$ cat src/hw/rtl/uff_pkg.sv
package uff_pkg;

   localparam int FILL_W = 8;

   localparam logic [2:0] OP_PUSH    = 3'd0;
   localparam logic [2:0] OP_POP     = 3'd1;
   localparam logic [2:0] OP_TX_TAKE = 3'd2;
   localparam logic [2:0] OP_RX_BYTE = 3'd3;
   localparam logic [2:0] OP_TX_DONE = 3'd4;

   typedef struct packed {
      logic [2:0] operation;
      logic [7:0] data_byte;
      logic       frame_start;
      logic       ninth_bit;
      logic       keep_receiving;
   } req_type;

   typedef struct packed {
      logic              accepted;
      logic [7:0]        data_out;
      logic              ninth_bit_out;
      logic              rx_became_nonempty;
      logic              tx_became_empty;
      logic              tx_all_sent;
      logic              skipping;
      logic [FILL_W-1:0] tx_fill;
      logic [FILL_W-1:0] rx_fill;
   } rsp_type;

   typedef struct packed {
      logic accepted;
      logic became_empty;
      logic all_sent;
      logic took;
   } tx_flags_type;

   typedef struct packed {
      logic accepted;
      logic became_nonempty;
      logic popped;
   } rx_flags_type;

endpackage

$ cat src/hw/rtl/uff_tx_queue.sv
module uff_tx_queue #(
   parameter int DEPTH = 128
) (
   input  logic                      clock,
   input  logic                      reset,
   input  logic                      cmd_valid,
   input  uff_pkg::req_type          cmd,
   output uff_pkg::tx_flags_type     flags,
   output logic [7:0]                rd_byte,
   output logic                      rd_mark,
   output logic [uff_pkg::FILL_W-1:0] fill
);
   import uff_pkg::*;

   localparam int PW = $clog2(DEPTH);
   localparam logic [FILL_W-1:0] DEPTH_C = FILL_W'(DEPTH);
   localparam logic [FILL_W:0]   DEPTH_W = (FILL_W + 1)'(DEPTH);
   localparam logic [PW-1:0]     LAST    = PW'(DEPTH - 1);

   logic [8:0]        mem [DEPTH];
   logic [8:0]        rd_ff;
   logic [PW-1:0]     rd_ptr_ff, rd_ptr_in;
   logic [FILL_W-1:0] count_ff, count_in;
   logic [FILL_W:0]   wr_sum;
   logic [PW-1:0]     wr_idx;
   logic              do_push, do_take;

   always_comb begin
      do_push = cmd_valid && cmd.operation == OP_PUSH && count_ff != DEPTH_C;
      do_take = cmd_valid && cmd.operation == OP_TX_TAKE && count_ff != '0;
      wr_sum  = (FILL_W + 1)'(rd_ptr_ff) + (FILL_W + 1)'(count_ff);
      wr_idx  = (wr_sum >= DEPTH_W) ? PW'(wr_sum - DEPTH_W) : PW'(wr_sum);
      rd_ptr_in = rd_ptr_ff;
      count_in  = count_ff;
      if (do_push) begin
         count_in = count_ff + 1'b1;
      end
      if (do_take) begin
         count_in  = count_ff - 1'b1;
         rd_ptr_in = (rd_ptr_ff == LAST) ? '0 : rd_ptr_ff + 1'b1;
      end
      flags.accepted     = do_push || do_take;
      flags.became_empty = do_take && count_ff == FILL_W'(1);
      flags.all_sent     = cmd_valid && cmd.operation == OP_TX_DONE && count_ff == '0;
      flags.took         = do_take;
   end

   always_ff @(posedge clock) begin
      if (reset) begin
         rd_ptr_ff <= '0;
         count_ff  <= '0;
      end else begin
         rd_ptr_ff <= rd_ptr_in;
         count_ff  <= count_in;
      end
   end

   always_ff @(posedge clock) begin
      if (do_push) begin
         mem[wr_idx] <= {cmd.frame_start, cmd.data_byte};
      end
      rd_ff <= mem[rd_ptr_ff];
   end

   assign rd_byte = rd_ff[7:0];
   assign rd_mark = rd_ff[8];
   assign fill    = count_ff;

endmodule

$ cat src/hw/rtl/uff_rx_queue.sv
module uff_rx_queue #(
   parameter int DEPTH = 128
) (
   input  logic                      clock,
   input  logic                      reset,
   input  logic                      mode,
   input  logic                      csr_wr_en,
   input  logic                      csr_wr_data,
   input  logic                      cmd_valid,
   input  uff_pkg::req_type          cmd,
   output uff_pkg::rx_flags_type     flags,
   output logic [7:0]                rd_byte,
   output logic                      skipping,
   output logic [uff_pkg::FILL_W-1:0] fill
);
   import uff_pkg::*;

   localparam int PW = $clog2(DEPTH);
   localparam logic [FILL_W-1:0] DEPTH_C = FILL_W'(DEPTH);
   localparam logic [FILL_W:0]   DEPTH_W = (FILL_W + 1)'(DEPTH);
   localparam logic [PW-1:0]     LAST    = PW'(DEPTH - 1);

   logic [7:0]        mem [DEPTH];
   logic [7:0]        rd_ff;
   logic [PW-1:0]     wr_ptr_ff, wr_ptr_in;
   logic [FILL_W-1:0] count_ff, count_in;
   logic              skip_ff, skip_in;
   logic [FILL_W:0]   rd_diff;
   logic [PW-1:0]     rd_idx;
   logic              rx_byte, pass, do_store, do_pop;

   always_comb begin
      rx_byte = cmd_valid && cmd.operation == OP_RX_BYTE;
      do_pop  = cmd_valid && cmd.operation == OP_POP && count_ff != '0;
      pass    = 1'b1;
      skip_in = skip_ff;
      if (rx_byte && mode) begin
         if (skip_ff && !cmd.ninth_bit) begin
            pass = 1'b0;
         end else begin
            skip_in = !cmd.keep_receiving;
         end
      end
      if (csr_wr_en) begin
         skip_in = csr_wr_data;
      end
      do_store = rx_byte && pass && count_ff != DEPTH_C;
      // oldest entry sits count places behind the write pointer
      rd_diff = (FILL_W + 1)'(wr_ptr_ff) - (FILL_W + 1)'(count_ff);
      rd_idx  = rd_diff[FILL_W] ? PW'(rd_diff + DEPTH_W) : PW'(rd_diff);
      wr_ptr_in = wr_ptr_ff;
      count_in  = count_ff;
      if (do_store) begin
         count_in  = count_ff + 1'b1;
         wr_ptr_in = (wr_ptr_ff == LAST) ? '0 : wr_ptr_ff + 1'b1;
      end
      if (do_pop) begin
         count_in = count_ff - 1'b1;
      end
      flags.accepted        = do_store || do_pop;
      flags.became_nonempty = do_store && count_ff == '0;
      flags.popped          = do_pop;
   end

   always_ff @(posedge clock) begin
      if (reset) begin
         wr_ptr_ff <= '0;
         count_ff  <= '0;
         skip_ff   <= 1'b0;
      end else begin
         wr_ptr_ff <= wr_ptr_in;
         count_ff  <= count_in;
         skip_ff   <= skip_in;
      end
   end

   always_ff @(posedge clock) begin
      if (do_store) begin
         mem[wr_ptr_ff] <= cmd.data_byte;
      end
      rd_ff <= mem[rd_idx];
   end

   assign rd_byte  = rd_ff;
   assign skipping = skip_ff;
   assign fill     = count_ff;

endmodule

$ cat src/hw/rtl/uart_fifo_multiprocessor_filter.sv
// Channel   Ports                          Handshake
// request   start, busy, req_data          beat taken when start && !busy
// response  rsp_valid, rsp_data            one-cycle strobe, no backpressure
// config    csr_wr_en, csr_wr_data         written when csr_wr_en
//
// One beat per cycle; busy is always low. A beat is registered at its
// accepting edge, updates the buffers and counters at the next edge, where
// the buffer read data and flags are also registered, and its response is
// shown in the cycle after that. Synchronous reset empties both buffers
// and clears the mode and skip state.
module uart_fifo_multiprocessor_filter #(
   parameter int TX_DEPTH = 128,
   parameter int RX_DEPTH = 128
) (
   input  logic              clock,
   input  logic              reset,
   input  logic              start,
   output logic              busy,
   input  uff_pkg::req_type  req_data,
   output logic              rsp_valid,
   output uff_pkg::rsp_type  rsp_data,
   input  logic              csr_wr_en,
   input  logic              csr_wr_data
);
   import uff_pkg::*;

   req_type           req_ff;
   logic              req_valid_ff;
   logic              rsp_valid_ff;
   logic              mode_ff;
   tx_flags_type      tx_flags, tx_flags_ff;
   rx_flags_type      rx_flags, rx_flags_ff;
   logic              mark_en_ff;
   logic [7:0]        tx_byte, rx_byte;
   logic              tx_mark, rx_skip;
   logic [FILL_W-1:0] tx_fill, rx_fill;

   assign busy = 1'b0;

   always_ff @(posedge clock) begin
      if (reset) begin
         req_valid_ff <= 1'b0;
         rsp_valid_ff <= 1'b0;
         mode_ff      <= 1'b0;
      end else begin
         req_valid_ff <= start && !busy;
         rsp_valid_ff <= req_valid_ff;
         if (csr_wr_en) begin
            mode_ff <= csr_wr_data;
         end
      end
   end

   always_ff @(posedge clock) begin
      if (start && !busy) begin
         req_ff <= req_data;
      end
      tx_flags_ff <= tx_flags;
      rx_flags_ff <= rx_flags;
      mark_en_ff  <= mode_ff;
   end

   uff_tx_queue #(.DEPTH(TX_DEPTH)) u_tx (
      .clock     (clock),
      .reset     (reset),
      .cmd_valid (req_valid_ff),
      .cmd       (req_ff),
      .flags     (tx_flags),
      .rd_byte   (tx_byte),
      .rd_mark   (tx_mark),
      .fill      (tx_fill)
   );

   uff_rx_queue #(.DEPTH(RX_DEPTH)) u_rx (
      .clock       (clock),
      .reset       (reset),
      .mode        (mode_ff),
      .csr_wr_en   (csr_wr_en),
      .csr_wr_data (csr_wr_data),
      .cmd_valid   (req_valid_ff),
      .cmd         (req_ff),
      .flags       (rx_flags),
      .rd_byte     (rx_byte),
      .skipping    (rx_skip),
      .fill        (rx_fill)
   );

   always_comb begin
      rsp_data.accepted           = tx_flags_ff.accepted || rx_flags_ff.accepted;
      rsp_data.data_out           = tx_flags_ff.took   ? tx_byte :
                                    rx_flags_ff.popped ? rx_byte : 8'd0;
      rsp_data.ninth_bit_out      = tx_flags_ff.took && mark_en_ff && tx_mark;
      rsp_data.rx_became_nonempty = rx_flags_ff.became_nonempty;
      rsp_data.tx_became_empty    = tx_flags_ff.became_empty;
      rsp_data.tx_all_sent        = tx_flags_ff.all_sent;
      rsp_data.skipping           = rx_skip;
      rsp_data.tx_fill            = tx_fill;
      rsp_data.rx_fill            = rx_fill;
   end

   assign rsp_valid = rsp_valid_ff;

endmodule

$ cat config.mk
export PLATFORM = sky130hd
export DESIGN_NAME = uart_fifo_multiprocessor_filter
export DESIGN_NICKNAME = d
export VERILOG_FILES = /design/src/hw/rtl/uff_pkg.sv /design/src/hw/rtl/uff_tx_queue.sv /design/src/hw/rtl/uff_rx_queue.sv /design/src/hw/rtl/uart_fifo_multiprocessor_filter.sv
export SDC_FILE = /design/constraint.sdc
export NUM_CORES = 2
export LEC_CHECK = 0
export ABC_AREA = 0
export ABC_CLOCK_PERIOD_IN_PS = 9700
export BUFFER_PORTS_ARGS = -buffer_cell sky130_fd_sc_hd__buf_2
export CORE_MARGIN = 2
export CORE_UTILIZATION = 52
export CTS_BUF_LIST = sky130_fd_sc_hd__clkbuf_4
export DETAILED_ROUTE_END_ITERATION = 10
export MAX_ROUTING_LAYER = met4
export PLACE_DENSITY = 0.67
export SYNTH_ARGS = -nofsm -noshare
export SYNTH_HDL_FRONTEND = slang
export SYNTH_SLANG_ARGS = --single-unit
$ cat constraint.sdc
create_clock -name clock -period 9.7 [get_ports clock]
set_clock_uncertainty 0.05 [all_clocks]
set_input_delay 1.455 -clock clock [delete_from_list [all_inputs] [get_ports clock]]
set_output_delay 1.455 -clock clock [all_outputs]
set_load 0.02 [all_outputs]
==> key figures <==
Pwr
  • VDD IR max: 89.3 µV
  • Flop pwr share: 0.559
  • Power Internal: about 15000 µW
  • Logic pwr share: 0.027
  • P_sw: 4100 µW
  • Clk pwr share: 0.414
  • Power per cell area: 197 nW/µm²
  • Total power: 19300 µW
  • Leak: 0.0313 µW
  • Sw Share: 0.213

Clock tree
  • PostCTS Resize Cnt: 0
  • Clock Sink Count: 2249
  • Post-CTS Setup Bufs: 0
  • Hold Buf Count CTS: 0
  • Clock slew at reported path FFs: 60 ps
  • Clk Latency, worst-skew pair: around 1400 ps
  • CTS Buf Count: 586
  • TritonCTS clock tree: yes
  • CTS HTree Levels: 6
  • Clk buf depth: 4
  • Root Buffer: clkbuf_4

GRT
  • Largest net degree at the start of global routing: 257
  • Vias in the first global route: 45200
  • First-pass GRT wire length: 298000 µm
  • GRT overflow: 0
  • Antenna violations before repair: 7
  • Gr usage total: 0.245

STA
  • Worst slew pin tran: 1370 ps
  • Max-slew headroom: 0.0869
  • Final Hold Viols: 0
  • FMAX: between 200 and 250 MHz
  • Unrepaired setup endpoints after global routing: false
  • Period minus WS final: ~5000 ps
  • Final setup vio count: 0
  • Setup Total Neg Slack: 0 ps
  • Slew Viols, Final: 0
  • Tcrit/Tclk final: 0.504

Critical path
  • Crit-path max FO: 58
  • R2r endpoint: u_rx.rd_byte[2]
  • R2R Path Start: u_rx.wr_ptr_ff[0]
  • FF-to-FF path depth: 12
  • WP data required: 10870 ps
  • R2r setup slk: around 4800 ps
  • Kind of critical path: flop to flop
  • Worst setup SP type: flop
  • WP data arrival: 6060 ps
  • Worst Setup End Kind: flop

Synth
  • Commonest cells post-synth: edfxtp_1, mux4_2, nor2_1, nand2_1, mux2i_1
  • Mapped Area: 88000 µm²
  • Main synth FF type: edfxtp_1
  • Post-Syn Instances: around 4200
  • FF+latch count, synth: ~2200
  • Most frequent cell after synthesis: edfxtp_1
  • Synth area leaders: edfxtp_1, mux4_2, mux2i_1
  • Mapped Avg Cell Area: 20.8 µm²
  • Post-synth EDFFs: 2190
  • Async SR Flop Fraction: 0
  • Top cell type's share of synthesized area: 0.747
  • Synth area leader: edfxtp_1
  • Post-synthesis sequential area ratio: 0.761
  • Synthesized net count: 4278
  • Synth warnings: 0
  • Unique masters post-synth: 72

Die
  • Initial Util: 0.525
  • Die width: 415 µm
  • Core area: 168000 µm²
  • Row Count: 150
  • Die area: 173000 µm²
  • Io pins: around 50
  • Chip height: 415 µm

Layout
  • Multi-input logic area: 20000 µm²
  • Post-layout util: 0.584
  • Reg area: 67000 µm²
  • Layout cell share with drive strength beyond 1: 0.321
  • Area grow syn2layout: 11.2%
  • Fin nets: 4764
  • Filler cell count: 12200

Outcome
  • Run status: complete, no violations

Flow run
  • Max-cap violations: 0

Detailed routing
  • Routed WL: 204000 µm
  • Drc violations: 0
  • Final ANT Viol Nets: 0
  • DR iter-0 viols: 4954
  • Pre-antenna DRT Iters: 5
  • Mean routed wirelength per cell: 27.9 µm
  • Vias: 44400
  • Routed vias/inst: 6.07

Worst hold path
  • Worst min path class: input pin to flop
  • Hold Path Stages: 1
  • WHS Endpoint: req_ff[11]
  • Hold_sp: req_data[11]

Placement
  • RePlAce Congestion: 0.870
  • # port buffers: 49
  • Detailed placement HPWL: 118000 µm
[power by group through the flow]
stage,clock [µW],sequential [µW],combinational [µW]
detailed placement,0,11000,535
CTS,8150,10800,534
floorplan,0,11100,212
finish,7970,10800,529
global route,8650,10700,570
global placement,0,11000,521
[state kept, by name (all words and copies together) (netlist names)]
| signal | flops |
|---|---|
| rx_flags_ff | 2 |
| u_tx.mem | 1152 |
| u_tx.fill | 8 |
| tx_flags_ff | 2 |
| req_ff | 14 |
| u_rx.skipping | 1 |
| u_tx.rd_ptr_ff | 7 |
| req_valid_ff | 1 |
| mode_ff | 1 |
| u_rx.fill | 8 |
| mark_en_ff | 1 |
| u_rx.rd_byte | 8 |
| rsp_data | 3 |
| u_tx.rd_ff | 9 |
| rsp_valid | 1 |
| u_rx.mem | 1024 |
| u_rx.wr_ptr_ff | 7 |
[layout by cell type, fill, tap and decap left out, drive strengths merged, types with 9 or more instances in the layout]
| cell type | n |
|---|---|
| edfxtp | 2190 |
| clkbuf | 855 |
| mux4 | 568 |
| nor2 | 341 |
| nand2 | 165 |
| mux2i | 146 |
| buf | 128 |
| clkinv | 89 |
| nand3 | 74 |
| dfxtp | 59 |
| a21oi | 44 |
| inv | 33 |
| o211ai | 27 |
| nor3 | 27 |
| mux2 | 25 |
| o21ai | 25 |
| nor2b | 24 |
| ha | 24 |
| diode | 23 |
| xnor2 | 22 |
| a22oi | 21 |
| a211oi | 21 |
| xor2 | 17 |
| nand4 | 14 |
| a31oi | 12 |
| bufinv | 10 |
| o22ai | 9 |
[final cells by class]
type,instances,share of cell area
Sequential cell,2249,0.684
Antenna cell,23,0.000588
Clock buffer,855,0.0656
Timing Repair Buffer,128,0.00971
Clock inverter,110,0.00708
Inverter,22,0.000844
Multi-Input combinational cell,1731,0.204
Tap cell,2204,0.0282
[cell families (layout without fill, tap and decap cells)]
logic type | after synthesis | after routing | synth area share
XOR/XNOR | 39 | 39 | 0.00405
AND/OR/NAND/NOR | 689 | 689 | 0.0338
flip-flops | 2249 | 2249 | 0.761
AO/OA/AOI/OAI | 236 | 236 | 0.0190
multiplexers | 739 | 739 | 0.165
adder cells (fa/ha/maj) | 27 | 27 | 0.00409
other | 1 | 24 | 0.0000426
buffers and inverters | 252 | 1115 | 0.0132
[routing by layer]
metal  up-vias  routed length (µm)  track usage  share of wire
met5         -                   0            -              0
met4         0                5030       0.0831          0.025
met3       334               20300       0.0683          0.099
met2      2228               97600        0.361           0.48
met1     23100               81300        0.331           0.40
li1      18800                   -            -              -
[metrics by stage]
step / worst slack (ps) / cell area (µm²) / std cells / hold slack (ps)
global route: 4580 / 97900 / 7320 / 79.8
CTS: 4830 / 97800 / 7299 / 67.6
finish: 4810 / 97900 / 7322 / 216
detailed placement: 4890 / 90700 / 6334 / 336
floorplan: 5600 / 88000 / 4232 / 313
global placement: 4950 / 90700 / 6334 / 343
[worst max-delay path by stage]
stage	depth (start not counted)	to	from
after floorplan	0	u_rx.mem[0][0]	req_ff[3]
after global placement	9	u_tx.rd_ff[7]	u_tx.rd_ptr_ff[1]
after detailed placement	12	u_rx.rd_byte[2]	u_rx.wr_ptr_ff[0]
after CTS	12	u_rx.rd_byte[2]	u_rx.wr_ptr_ff[0]
after global routing	12	u_rx.rd_byte[2]	u_rx.wr_ptr_ff[0]
final	12	u_rx.rd_byte[2]	u_rx.wr_ptr_ff[0]
[critical path, cell delays in order (launching register included)]
cell,delay (ps)
dfxtp_1,470
inv_1,150
ha_4,190
fa_4,450
nand2b_1,200
a211oi_2,310
o32ai_4,260
nor2_4,670
buf_4,770
mux2i_1,290
o211ai_1,190
o311ai_1,530
nor3_1,110
(Power assumes the default switching activity.)
